--- src/hw/rtl/mec_pkg.sv ---
// Shared constants, codes and controller/datapath interface types for the
// Mandelbrot escape-time classifier. No dependencies.
package mec_pkg;

  localparam int FRAC_BITS  = 28;
  localparam int COUNT_BITS = 10;
  localparam int C_W        = 32;             // width of c_re / c_im
  localparam int Z_W        = C_W + 2;        // z after one step: |sq| + |c|, headroom
  localparam int OP_W       = FRAC_BITS + 3;  // multiplier operand, holds +/-2.0
  localparam int PROD_W     = 2 * OP_W;
  localparam int CLS_W      = 2;

  localparam logic [COUNT_BITS-1:0] MAX_ITER_RST = COUNT_BITS'(500);
  localparam logic [COUNT_BITS-1:0] CNT_FAST     = COUNT_BITS'(5);
  localparam logic [COUNT_BITS-1:0] CNT_MID      = COUNT_BITS'(15);

  localparam logic signed [Z_W-1:0] BOUND     = Z_W'(longint'(1) << (FRAC_BITS + 1));
  localparam logic signed [Z_W-1:0] NEG_BOUND = -BOUND;
  localparam logic signed [Z_W-1:0] FOUR      = Z_W'(longint'(1) << (FRAC_BITS + 2));

  typedef enum logic [CLS_W-1:0] {
    CLS_IN_SET = 2'd0,
    CLS_FAST   = 2'd1,
    CLS_MID    = 2'd2,
    CLS_SLOW   = 2'd3
  } color_t;

  typedef struct packed {
    logic load;    // take a new point, clear z and count
    logic mul;     // register the three products
    logic update;  // write back z, advance count
    logic finish;  // latch count and class
  } mec_cmd_t;

  typedef struct packed {
    logic lim_hit;  // count reached the limit
    logic out_box;  // |re| or |im| above 2
    logic escape;   // re^2 + im^2 above 4
  } mec_status_t;

endpackage

--- src/hw/rtl/mec_ctrl.sv ---
// Controller of the escape-time classifier: one-hot state machine that
// sequences the multiply and update steps. Uses mec_pkg.
module mec_ctrl (
  input  logic                 clk,
  input  logic                 rst_n,
  input  logic                 start,
  input  mec_pkg::mec_status_t status,
  output mec_pkg::mec_cmd_t    cmd,
  output logic                 busy,
  output logic                 out_valid
);

  typedef enum logic [2:0] {
    ST_IDLE = 3'b001,
    ST_MUL  = 3'b010,
    ST_UPD  = 3'b100
  } state_t;

  state_t state_r;
  state_t state_nxt;
  logic   out_valid_r;
  logic   out_valid_nxt;

  always_comb begin
    state_nxt = state_r;
    cmd       = '0;
    case (state_r)
      ST_IDLE: begin
        if (start) begin
          cmd.load  = 1'b1;
          state_nxt = ST_MUL;
        end
      end
      ST_MUL: begin
        cmd.mul = 1'b1;
        // stop on the limit or when z has left the box
        if (status.lim_hit || status.out_box) begin
          cmd.finish = 1'b1;
          state_nxt  = ST_IDLE;
        end else begin
          state_nxt = ST_UPD;
        end
      end
      ST_UPD: begin
        if (status.escape) begin
          cmd.finish = 1'b1;
          state_nxt  = ST_IDLE;
        end else begin
          cmd.update = 1'b1;
          state_nxt  = ST_MUL;
        end
      end
      default: state_nxt = ST_IDLE;
    endcase
    out_valid_nxt = cmd.finish;
  end

  always_ff @(posedge clk) begin
    if (!rst_n) begin
      state_r     <= ST_IDLE;
      out_valid_r <= 1'b0;
    end else begin
      state_r     <= state_nxt;
      out_valid_r <= out_valid_nxt;
    end
  end

  assign busy      = (state_r != ST_IDLE);
  assign out_valid = out_valid_r;

`ifndef ASSERT_OFF
  a_start_enters_mul: assert property (@(posedge clk) disable iff (!rst_n)
    (start && state_r == ST_IDLE) |=> (state_r == ST_MUL))
    else $error("accepted point did not enter the loop");

  a_finish_only_busy: assert property (@(posedge clk) disable iff (!rst_n)
    cmd.finish |-> (state_r != ST_IDLE))
    else $error("finish raised while idle");

  a_strobe_single: assert property (@(posedge clk) disable iff (!rst_n)
    out_valid_r |=> !out_valid_r)
    else $error("result strobe longer than one cycle");
`endif

endmodule

--- config.mk ---
export PLATFORM = sky130hd
export DESIGN_NAME = mec_ctrl
export DESIGN_NICKNAME = d
export VERILOG_FILES = /design/src/hw/rtl/mec_pkg.sv /design/src/hw/rtl/mec_ctrl.sv
export SDC_FILE = /design/constraint.sdc
export NUM_CORES = 1
export LEC_CHECK = 0
export ABC_AREA = 1
export BUFFER_PORTS_ARGS = -buffer_cell sky130_fd_sc_hd__buf_4
export CAP_MARGIN = 20
export CORE_AREA = 2 2 39 41
export DETAILED_ROUTE_END_ITERATION = 7
export DIE_AREA = 0 0 41 43
export GPL_TIMING_DRIVEN = 0
export HOLD_SLACK_MARGIN = 0.1
export PLACE_DENSITY = 0.34
export SLEW_MARGIN = 10
export SYNTH_ARGS = -nofsm -noshare
export SYNTH_HDL_FRONTEND = slang
export SYNTH_SLANG_ARGS = --single-unit
export TNS_END_PERCENT = 100
--- constraint.sdc ---
create_clock -name clk -period 1.1 [get_ports clk]
set_input_delay 0.11 -clock clk [delete_from_list [all_inputs] [get_ports clk]]
set_output_delay 0.11 -clock clk [all_outputs]
set_load 0.01 [all_outputs]
==> impl_metrics.yaml, run 1 <==
timing:
  period_share: 1.06
  relSlewSlack: 0.863
  min_period_ns: 1.16
  setup_ws_ns: -0.0627
  rsz0062_at_grt: "yes"
  hold_violations: 0
  slew_viol_final: 0
  worst_pin_slew_ns: 0.203
  fmax_mhz: 860
  holdWs_ns: 0.139
  clock_skew_ns: 0.000849
  setup_viol: 3
worst_hold_path:
  holdPathStages: 3
  min_to: "out_valid$_SDFF_PN0_"
  min_path_type: "input port to flip-flop"
  hp-start: "rst_n"
placed_design:
  portBuffers: 11
  dp_cells: 61
  routabilityCongestion: 0.592
  place_hpwl_um: 416
cells_and_area:
  final_util: 0.288
  final_cells: 67
  fin_nets: 59
  fillCellCount: 168
  drive_gt1_frac: 0.549
  insertedDiodeCount: 0
  synthToLayoutAreaGrowth_pct: 82.8
clock_tree:
  clockBufferDepth: 2
  htreeDepth: 1
  cts_inserted_buffers: 3
  clk_latency_ns: 0.24
  root_buffer: "clkbuf_4"
  cts_tree: "built"
  clk_pin_slew_ns: 0.04
  cts_sinks: 4
yosys:
  synth.largest_area_cell: "dfxtp_1"
  synth_cell_types: 10
  syn-cell-area_um2: 218
  ys_seq_elements: 4
  synthCells: 34
  postSynthAreaPerCell_um2: 6.40
  synth_area_leaders: "dfxtp_1 37%, inv_1 16%, nor2_1 12%"
  yosys_warnings: 0
  yosysTopAreaCellShare: 0.368
  synth.net_count: 40
  seq_area_frac_synth: 0.368
setup_path:
  arrival_ns: 1.05
  cpLargestDelayFamily: "simple AND/OR/NAND/NOR gates"
  cp_cell_sequence: "nor2_1 -> nand2_2 -> nor2_1 -> buf_4"
  crit_type: "flip-flop to output port"
  crit_required_ns: 0.99
  cp_slowest_cell: "dfxtp_2"
  critPathMaxFanout: 4
  slowest_delay_ns: 0.34
  reg2reg_slack_ns: 0.18
  start_kind: "flip-flop"
  timing.rr.start: "state_r[0]$_SDFFE_PN1P_"
  crit_top_cell: "nor2_1"
  endpoint_kind: "output port"
  cp_num_buf_inv: 1
  r2r_end: "state_r[0]$_SDFFE_PN1P_"
  rr_worst_depth: 6
global_route:
  track_usage: 0.0773
  grt_pass1_wl_um: 841
  grt_max_degree: 5
  grt_overflow: 0
  grt_pass1_vias: 233
  grt_antenna_before_repair: 0
detailed_routing:
  detailroute.via_count: 255
  viasPerCell: 3.81
  route.detailed.drc: 0
  wl_um: 536
  ant_nets: 0
  wire_per_inst_um: 8.00
  drt_first_pass_iters: 2
  first_iter_violations: 2
floorplan:
  pin_count: 12
  die_w_um: 41
  floorplan.die.height_um: 43
  core_area_mm2: 0.00138
  num_rows: 14
  dieArea_mm2: 0.00176
  initial_core_util: 0.157
pwr:
  vdd_drop_max_mv: 0.564
  leakagePower_nw: 0.222
  power_density_mw_per_mm2: 1380
status:
  status: "complete, but fails checks"
  violations: "setup timing"
run:
  drv_cap: 0
## worst max-delay path by stage
stage                                        from      to  slack (ns)  depth (start not counted)
after floorplan           state_r[0]$_SDFFE_PN1P_  cmd[0]        0.17                          6
after global placement    state_r[0]$_SDFFE_PN1P_  cmd[0]       -0.05                          7
after detailed placement  state_r[0]$_SDFFE_PN1P_  cmd[0]       -0.05                          7
after CTS                 state_r[1]$_SDFFE_PN0P_  cmd[0]       -0.09                          6
after global routing      state_r[1]$_SDFFE_PN0P_  cmd[0]       -0.14                          6
final                     state_r[1]$_SDFFE_PN0P_  cmd[3]       -0.06                          4
## cell usage after synthesis, drive strengths merged
cell type and instances:
buf 1, nand3 5, dfxtp 4, nor4 1
nor2 9, nand2 5, inv 9
## per-stage QoR
step                total power [mW]  area (µm²)  setup WS (ns)  TNS (ns)
floorplan                      0.266         218          0.166         0
global placement               0.334         320        -0.0493   -0.0493
detailed placement             0.333         320        -0.0536   -0.0536
CTS                            0.553         390        -0.0920    -0.147
global route                   0.592         398         -0.142    -0.403
finish                         0.549         398        -0.0627    -0.121
## registers in the layout, summed over array words and instances, names as in the netlist
signal	flops
out_valid	1
state_r	3
## cells by family after synthesis
family | count (synthesis) | synth area share
DFF | 4 | 0.368
and+or+nand+nor | 20 | 0.443
buffers and inverters | 10 | 0.190
## layout make-up
cell class                 instances  area (µm²)  area share
sequential                         4        86.3       0.217
timing repair buffer              15         129       0.324
clock buffer                       3        22.5      0.0566
multi-input combinational         20         106       0.267
inverter                           9        33.8      0.0849
tap                               16        20.0      0.0503
## what timing repair did
| item | CTS | global route |
|---|---|---|
| setup endpoints to repair | 3 | 5 |
| resized for setup | 11 | 2 |
| hold buffers | 2 | 0 |
| endpoints found under the hold margin | 1 | 0 |
| setup buffers | 3 | 0 |
| pin swaps | 3 | 0 |
## per-layer routing
metal  vias up  routed length [µm]  global-route usage
met1       108                 219              0.0965
met5         -                   0                   0
met3         0                  61              0.0785
li1        136                   -                   -
met4         0                   0              0.0200
met2        11                 255              0.0906
## power by group
group | switching, mW | internal, mW
Clock | 0.0620 | 0.122
Combinational | 0.0814 | 0.0913
Sequential | 0.0245 | 0.167
Total | 0.168 | 0.381
## layout by cell type (no fill, tap or decap)
master          n
nor4_1          1
nand2_1         4
nor2_4          1
clkbuf_4        3
buf_4          10
nor2_2          3
inv_1           6
nand3_2         1
dfxtp_1         1
inv_2           3
nor2_1          5
dfxtp_4         1
nand3_1         4
dlygate4sd3_1   2
buf_6           3
nand2_2         1
dfxtp_2         2
## tightest hold or removal path, delay by kind of cell
kind | cells | cell delay, ns
buffers and inverters | 2 | 0.13
and+or+nand+nor | 1 | 0.09
Power figures use the tool's default switching activity.
==> run 2, diff against run 1 <==
--- a/config.mk
+++ b/config.mk
@@ -8,12 +8,14 @@
 export ABC_AREA = 1
 export BUFFER_PORTS_ARGS = -buffer_cell sky130_fd_sc_hd__buf_4
 export CAP_MARGIN = 20
+export CELL_PAD_IN_SITES_DETAIL_PLACEMENT = 0
+export CELL_PAD_IN_SITES_GLOBAL_PLACEMENT = 2
 export CORE_AREA = 2 2 39 41
 export DETAILED_ROUTE_END_ITERATION = 7
 export DIE_AREA = 0 0 41 43
 export GPL_TIMING_DRIVEN = 0
 export HOLD_SLACK_MARGIN = 0.1
-export PLACE_DENSITY = 0.34
+export PLACE_DENSITY = 0.6
 export SLEW_MARGIN = 10
 export SYNTH_ARGS = -nofsm -noshare
 export SYNTH_HDL_FRONTEND = slang
==> run 2 against run 1 <==
The flow still finishes with violations (setup timing). Global-route usage rose by 1.2 points. Flip-flop and latch count did not move. Via count rose by 4.3%. First-iteration DRC count fell by 50%. Critical path depth rose by 2. Non-clock buffer count rose by 4. Critical path type unchanged.
==> impl_metrics.yaml, run 2 (same netlist as run 1, synthesis figures left out) <==
cells_and_area:
  drive_gt1_frac: 0.600
  fin_nets: 63
  final_util: 0.320
  mostFrequentLayoutCell: "buf_4"
  largest_register: "state_r"
  final_cell_mix: "14 x buf_4, 8 x inv_1, 4 x nand3_1, 4 x nor2_2"
  largest_register_ffs: 3
  synthToLayoutAreaGrowth_pct: 103
  final_cell_area_um2: 443
  insertedDiodeCount: 0
clock_tree:
  clockBufferDepth: 2
  clk_pin_slew_ns: 0.03
  clk_latency_ns: 0.23
  cts_tree: "built"
  cts_inserted_buffers: 3
  root_buffer: "clkbuf_4"
  cts_sinks: 4
  htreeDepth: 1
timing:
  hold_violations: 0
  period_share: 1.06
  fin_setup_tns_ns: -0.125
  clock_skew_ns: 0.00455
  setup_viol: 3
  rsz0062_at_grt: "yes"
  slew_viol_final: 0
  min_period_ns: 1.16
  relSlewSlack: 0.872
  setup_ws_ns: -0.0610
  worst_pin_slew_ns: 0.190
  fmax_mhz: 861
detailed_routing:
  drt_first_pass_iters: 2
  viasPerCell: 3.75
  ant_nets: 0
  detailroute.via_count: 266
  wire_per_inst_um: 8.34
  route.detailed.drc: 0
  first_iter_violations: 1
  wl_um: 592
floorplan:
  initial_core_util: 0.157
  dieArea_mm2: 0.00176
  num_rows: 14
  core_area_mm2: 0.00138
  floorplan.die.height_um: 43
  die_w_um: 41
  pin_count: 12
global_route:
  grt_overflow: 0
  track_usage: 0.0894
  grt_antenna_before_repair: 0
  grt_max_degree: 4
  grt_pass1_vias: 280
  grt_pass1_wl_um: 1070
pwr:
  vdd_drop_max_mv: 0.384
  power_density_mw_per_mm2: 1360
  leakagePower_nw: 0.246
placed_design:
  place_area_um2: 320
  routabilityCongestion: 0.637
  place_hpwl_um: 436
  portBuffers: 11
run:
  drv_cap: 0
setup_path:
  crit_type: "flip-flop to output port"
  arrival_ns: 1.05
  endpoint_kind: "output port"
  start_kind: "flip-flop"
  crit_required_ns: 0.99
  critPathMaxFanout: 3
status:
  violations: "setup timing"
  status: "complete, but fails checks"
worst_hold_path:
  min_path_type: "input port to flip-flop"
[run 2: cell types whose count changed in the layout (fill, tap and decap cells not counted), moves of 2 or more]
| cell | change |
|---|---|
| nor2_1 | -2 |
| inv_2 | -2 |
| inv_1 | +2 |
| buf_4 | +4 |
[run 2: timing repair]
item                       CTS  global route
cloned                       0             0
setup endpoints to repair    2             6
pin swaps                    6             3
hold endpoints to repair     1             0
hold buffers                 2             0
gates resized for setup     11             5
buffers inserted             5             1
[run 2: final timing paths]
kind                                   to  slack, ns  cells after the start               startpoint
setup / recovery                   cmd[0]      -0.06                      6  state_r[0]$_SDFFE_PN1P_
setup reg to reg  state_r[0]$_SDFFE_PN1P_       0.06                      6  state_r[2]$_SDFFE_PN0P_
hold reg to reg   state_r[0]$_SDFFE_PN1P_       0.60                      3  state_r[2]$_SDFFE_PN0P_
hold / removal    state_r[1]$_SDFFE_PN0P_       0.14                      3                    rst_n
[run 2: through the flow]
step	hold WS [ns]	power, mW	instances	setup slack [ns]
finish	0.142	0.604	71	-0.0610
CTS	0.146	0.588	70	-0.0822
global route	0.172	0.656	71	-0.139
detailed placement	0.288	0.335	61	-0.0430
floorplan	0.188	0.266	34	0.166
global placement	0.288	0.334	61	-0.0411
[run 2: where the power goes]
part           switching [mW]  total (mW)  internal, mW  leakage [nW]
registers              0.0250       0.194         0.169        0.0340
clock network          0.0567       0.179         0.122        0.0138
logic                   0.100       0.232         0.132         0.199
total                   0.182       0.604         0.422         0.246
[run 2: routing by layer]
metal | GRT usage | wire, µm | part of all wire | vias up
met5 | 0 | 0 | 0 | -
met2 | 0.119 | 299 | 0.51 | 5
met3 | 0.0314 | 34 | 0.057 | 0
met4 | 0.0600 | 0 | 0 | 0
met1 | 0.116 | 259 | 0.44 | 119
li1 | - | - | - | 142
[run 2: final cells by class]
class	count	area (µm²)
fill	163	941
tap	16	20.0
multi-input combinational	20	119
timing repair buffer	19	159
sequential	4	88.8
clock buffer	3	22.5
inverter	9	33.8
[run 2: critical path, stage by stage, from the launching register on]
cell     delay, ns
dfxtp_4       0.35
nor2_4        0.11
nand2_2       0.07
nor2_2        0.09
nor2_2        0.05
inv_1         0.06
buf_6         0.10
==> run 3, diff against run 2 <==
--- a/config.mk
+++ b/config.mk
@@ -15,7 +15,7 @@
 export DIE_AREA = 0 0 41 43
 export GPL_TIMING_DRIVEN = 0
 export HOLD_SLACK_MARGIN = 0.1
-export PLACE_DENSITY = 0.6
+export PLACE_DENSITY = 0.67
 export SLEW_MARGIN = 10
 export SYNTH_ARGS = -nofsm -noshare
 export SYNTH_HDL_FRONTEND = slang
==> run 3 against run 2 <==
The run still ends with setup timing left. Non-clock buffer count fell by 2. Hold slack improved by 0.010 ns. Critical path depth did not move. Sequential share of layout area rose by 1.5 points. Wire length rose by 3.2%. Largest power group is now sequential cells.
==> impl_metrics.yaml, run 3 (same netlist as run 1, synthesis figures left out) <==
timing:
  fmax_mhz: 851
  holdWs_ns: 0.152
  relSlewSlack: 0.857
  worst_pin_slew_ns: 0.213
  hold_violations: 0
  setup_viol: 3
  slew_viol_final: 0
  clock_skew_ns: 0.0000671
  period_share: 1.07
  min_period_ns: 1.17
  setup_ws_ns: -0.0747
  rsz0062_at_grt: "yes"
run:
  drv_cap: 0
clock_tree:
  cts_inserted_buffers: 3
  cts_sinks: 4
  htreeDepth: 1
  clk_latency_ns: 0.23
  cts_tree: "built"
  clockBufferDepth: 2
  root_buffer: "clkbuf_4"
  clk_pin_slew_ns: 0.04
pwr:
  finalPower_uw: 556
  power_density_mw_per_mm2: 1350
  vdd_drop_max_mv: 0.456
  leakagePower_nw: 0.234
detailed_routing:
  detailroute.via_count: 265
  viasPerCell: 3.84
  route.detailed.drc: 0
  ant_nets: 0
  wire_per_inst_um: 8.86
  drt_first_pass_iters: 2
  wl_um: 611
  first_iter_violations: 6
cells_and_area:
  insertedDiodeCount: 0
  synthToLayoutAreaGrowth_pct: 89.7
  final_cells: 69
  mostFrequentLayoutCell: "buf_4"
  final_cell_mix: "14 x buf_4, 8 x inv_1, 4 x nor2_2, 4 x nand3_1, 4 x nor2_1"
  drive_gt1_frac: 0.566
  fin_nets: 61
  largest_register: "state_r"
  largest_register_ffs: 3
setup_path:
  crit_required_ns: 0.99
  cp_cell_sequence: "inv_2 -> nand3_2 -> nor2_2 -> nor2_2 -> inv_1 -> buf_6"
  reg2reg_slack_ns: 0.16
  timing.rr.start: "state_r[2]$_SDFFE_PN0P_"
  start_kind: "flip-flop"
  rr_worst_depth: 6
  crit_top_cell: "nor2_2"
  critPathMaxFanout: 4
  crit_type: "flip-flop to output port"
  r2r_end: "state_r[0]$_SDFFE_PN1P_"
  cp_slowest_cell: "dfxtp_4"
  slowest_delay_ns: 0.36
  arrival_ns: 1.06
  endpoint_kind: "output port"
global_route:
  grt_max_degree: 5
  grt.met1_usage: 0.0740
  grt_antenna_before_repair: 0
  grt_pass1_vias: 259
  grt_pass1_wl_um: 986
  track_usage: 0.0873
  grt_use_met2: 0.141
  globalRoute.busiestLayer: "met2"
  use_met3: 0.0366
  grt_overflow: 0
status:
  status: "complete, but fails checks"
  violations: "setup timing"
floorplan:
  num_rows: 14
  pin_count: 12
  dieArea_mm2: 0.00176
  initial_core_util: 0.157
  floorplan.die.height_um: 43
  die_w_um: 41
  core_area_mm2: 0.00138
placed_design:
  dp_cells: 61
  routabilityCongestion: 0.618
  place_hpwl_um: 416
  place_ws_ns: -0.0468
  portBuffers: 11
worst_hold_path:
  min_path_type: "input port to flip-flop"
  min_to: "out_valid$_SDFF_PN0_"
  hp-start: "rst_n"
  holdPathStages: 3
[run 3: cell count changes in the layout (fill, tap and decap cells not counted)]
cell and delta:
nor2_4 -1, nor2_1 +1, buf_6 -2
[run 3: where the power goes]
group	total [mW]	switching (mW)	leakage [nW]	internal [mW]
combinational	0.185	0.0871	0.186	0.0979
clock	0.183	0.0608	0.0138	0.122
sequential	0.188	0.0227	0.0340	0.165
total	0.556	0.171	0.234	0.385
[run 3: worst max path at each step]
stage | slack (ns) | depth (start not counted) | startpoint | end
floorplan | 0.17 | 6 | state_r[0]$_SDFFE_PN1P_ | cmd[0]
global placement | -0.06 | 7 | state_r[0]$_SDFFE_PN1P_ | cmd[0]
detailed placement | -0.05 | 7 | state_r[0]$_SDFFE_PN1P_ | cmd[0]
CTS | -0.07 | 6 | state_r[1]$_SDFFE_PN0P_ | cmd[0]
global route | -0.13 | 6 | state_r[1]$_SDFFE_PN0P_ | cmd[0]
finish | -0.07 | 6 | state_r[2]$_SDFFE_PN0P_ | cmd[0]
[run 3: layout make-up]
cell class              count  area, µm²
multi-input cells          20        111
clock buffers               3       22.5
flip-flops and latches      4       88.8
fillers                   157        971
inverters                   9       33.8
well taps                  16       20.0
repair buffers             17        136
[run 3: layer usage]
layer | routed length (µm) | vias up
met5 | 0 | -
met1 | 222 | 122
met4 | 0 | 0
met3 | 41 | 0
li1 | - | 139
met2 | 346 | 4
[run 3: what timing repair did]
| action | in CTS | in global routing |
|---|---|---|
| hold buffers | 2 | 0 |
| endpoints found under the hold margin | 1 | 0 |
| endpoints found under the setup margin | 3 | 5 |
| resized for setup | 7 | 5 |
| gates cloned | 0 | 0 |
| buffers inserted | 4 | 0 |
| pin swaps | 3 | 0 |
[run 3: per-stage QoR]
stage / instance area, µm² / utilization / setup TNS [ns]
final: 413 / 0.298 / -0.138
after global routing: 413 / 0.298 / -0.360
after CTS: 398 / 0.288 / -0.139
after detailed placement: 320 / 0.231 / -0.0468
after global placement: 320 / 0.231 / -0.0582
after floorplan: 218 / - / 0
[run 3: critical path, delay by kind of cell (launching register included)]
family	cells	cell delay [ns]
buffers and inverters	3	0.21
flip-flops	1	0.36
AND/OR/NAND/NOR	3	0.26
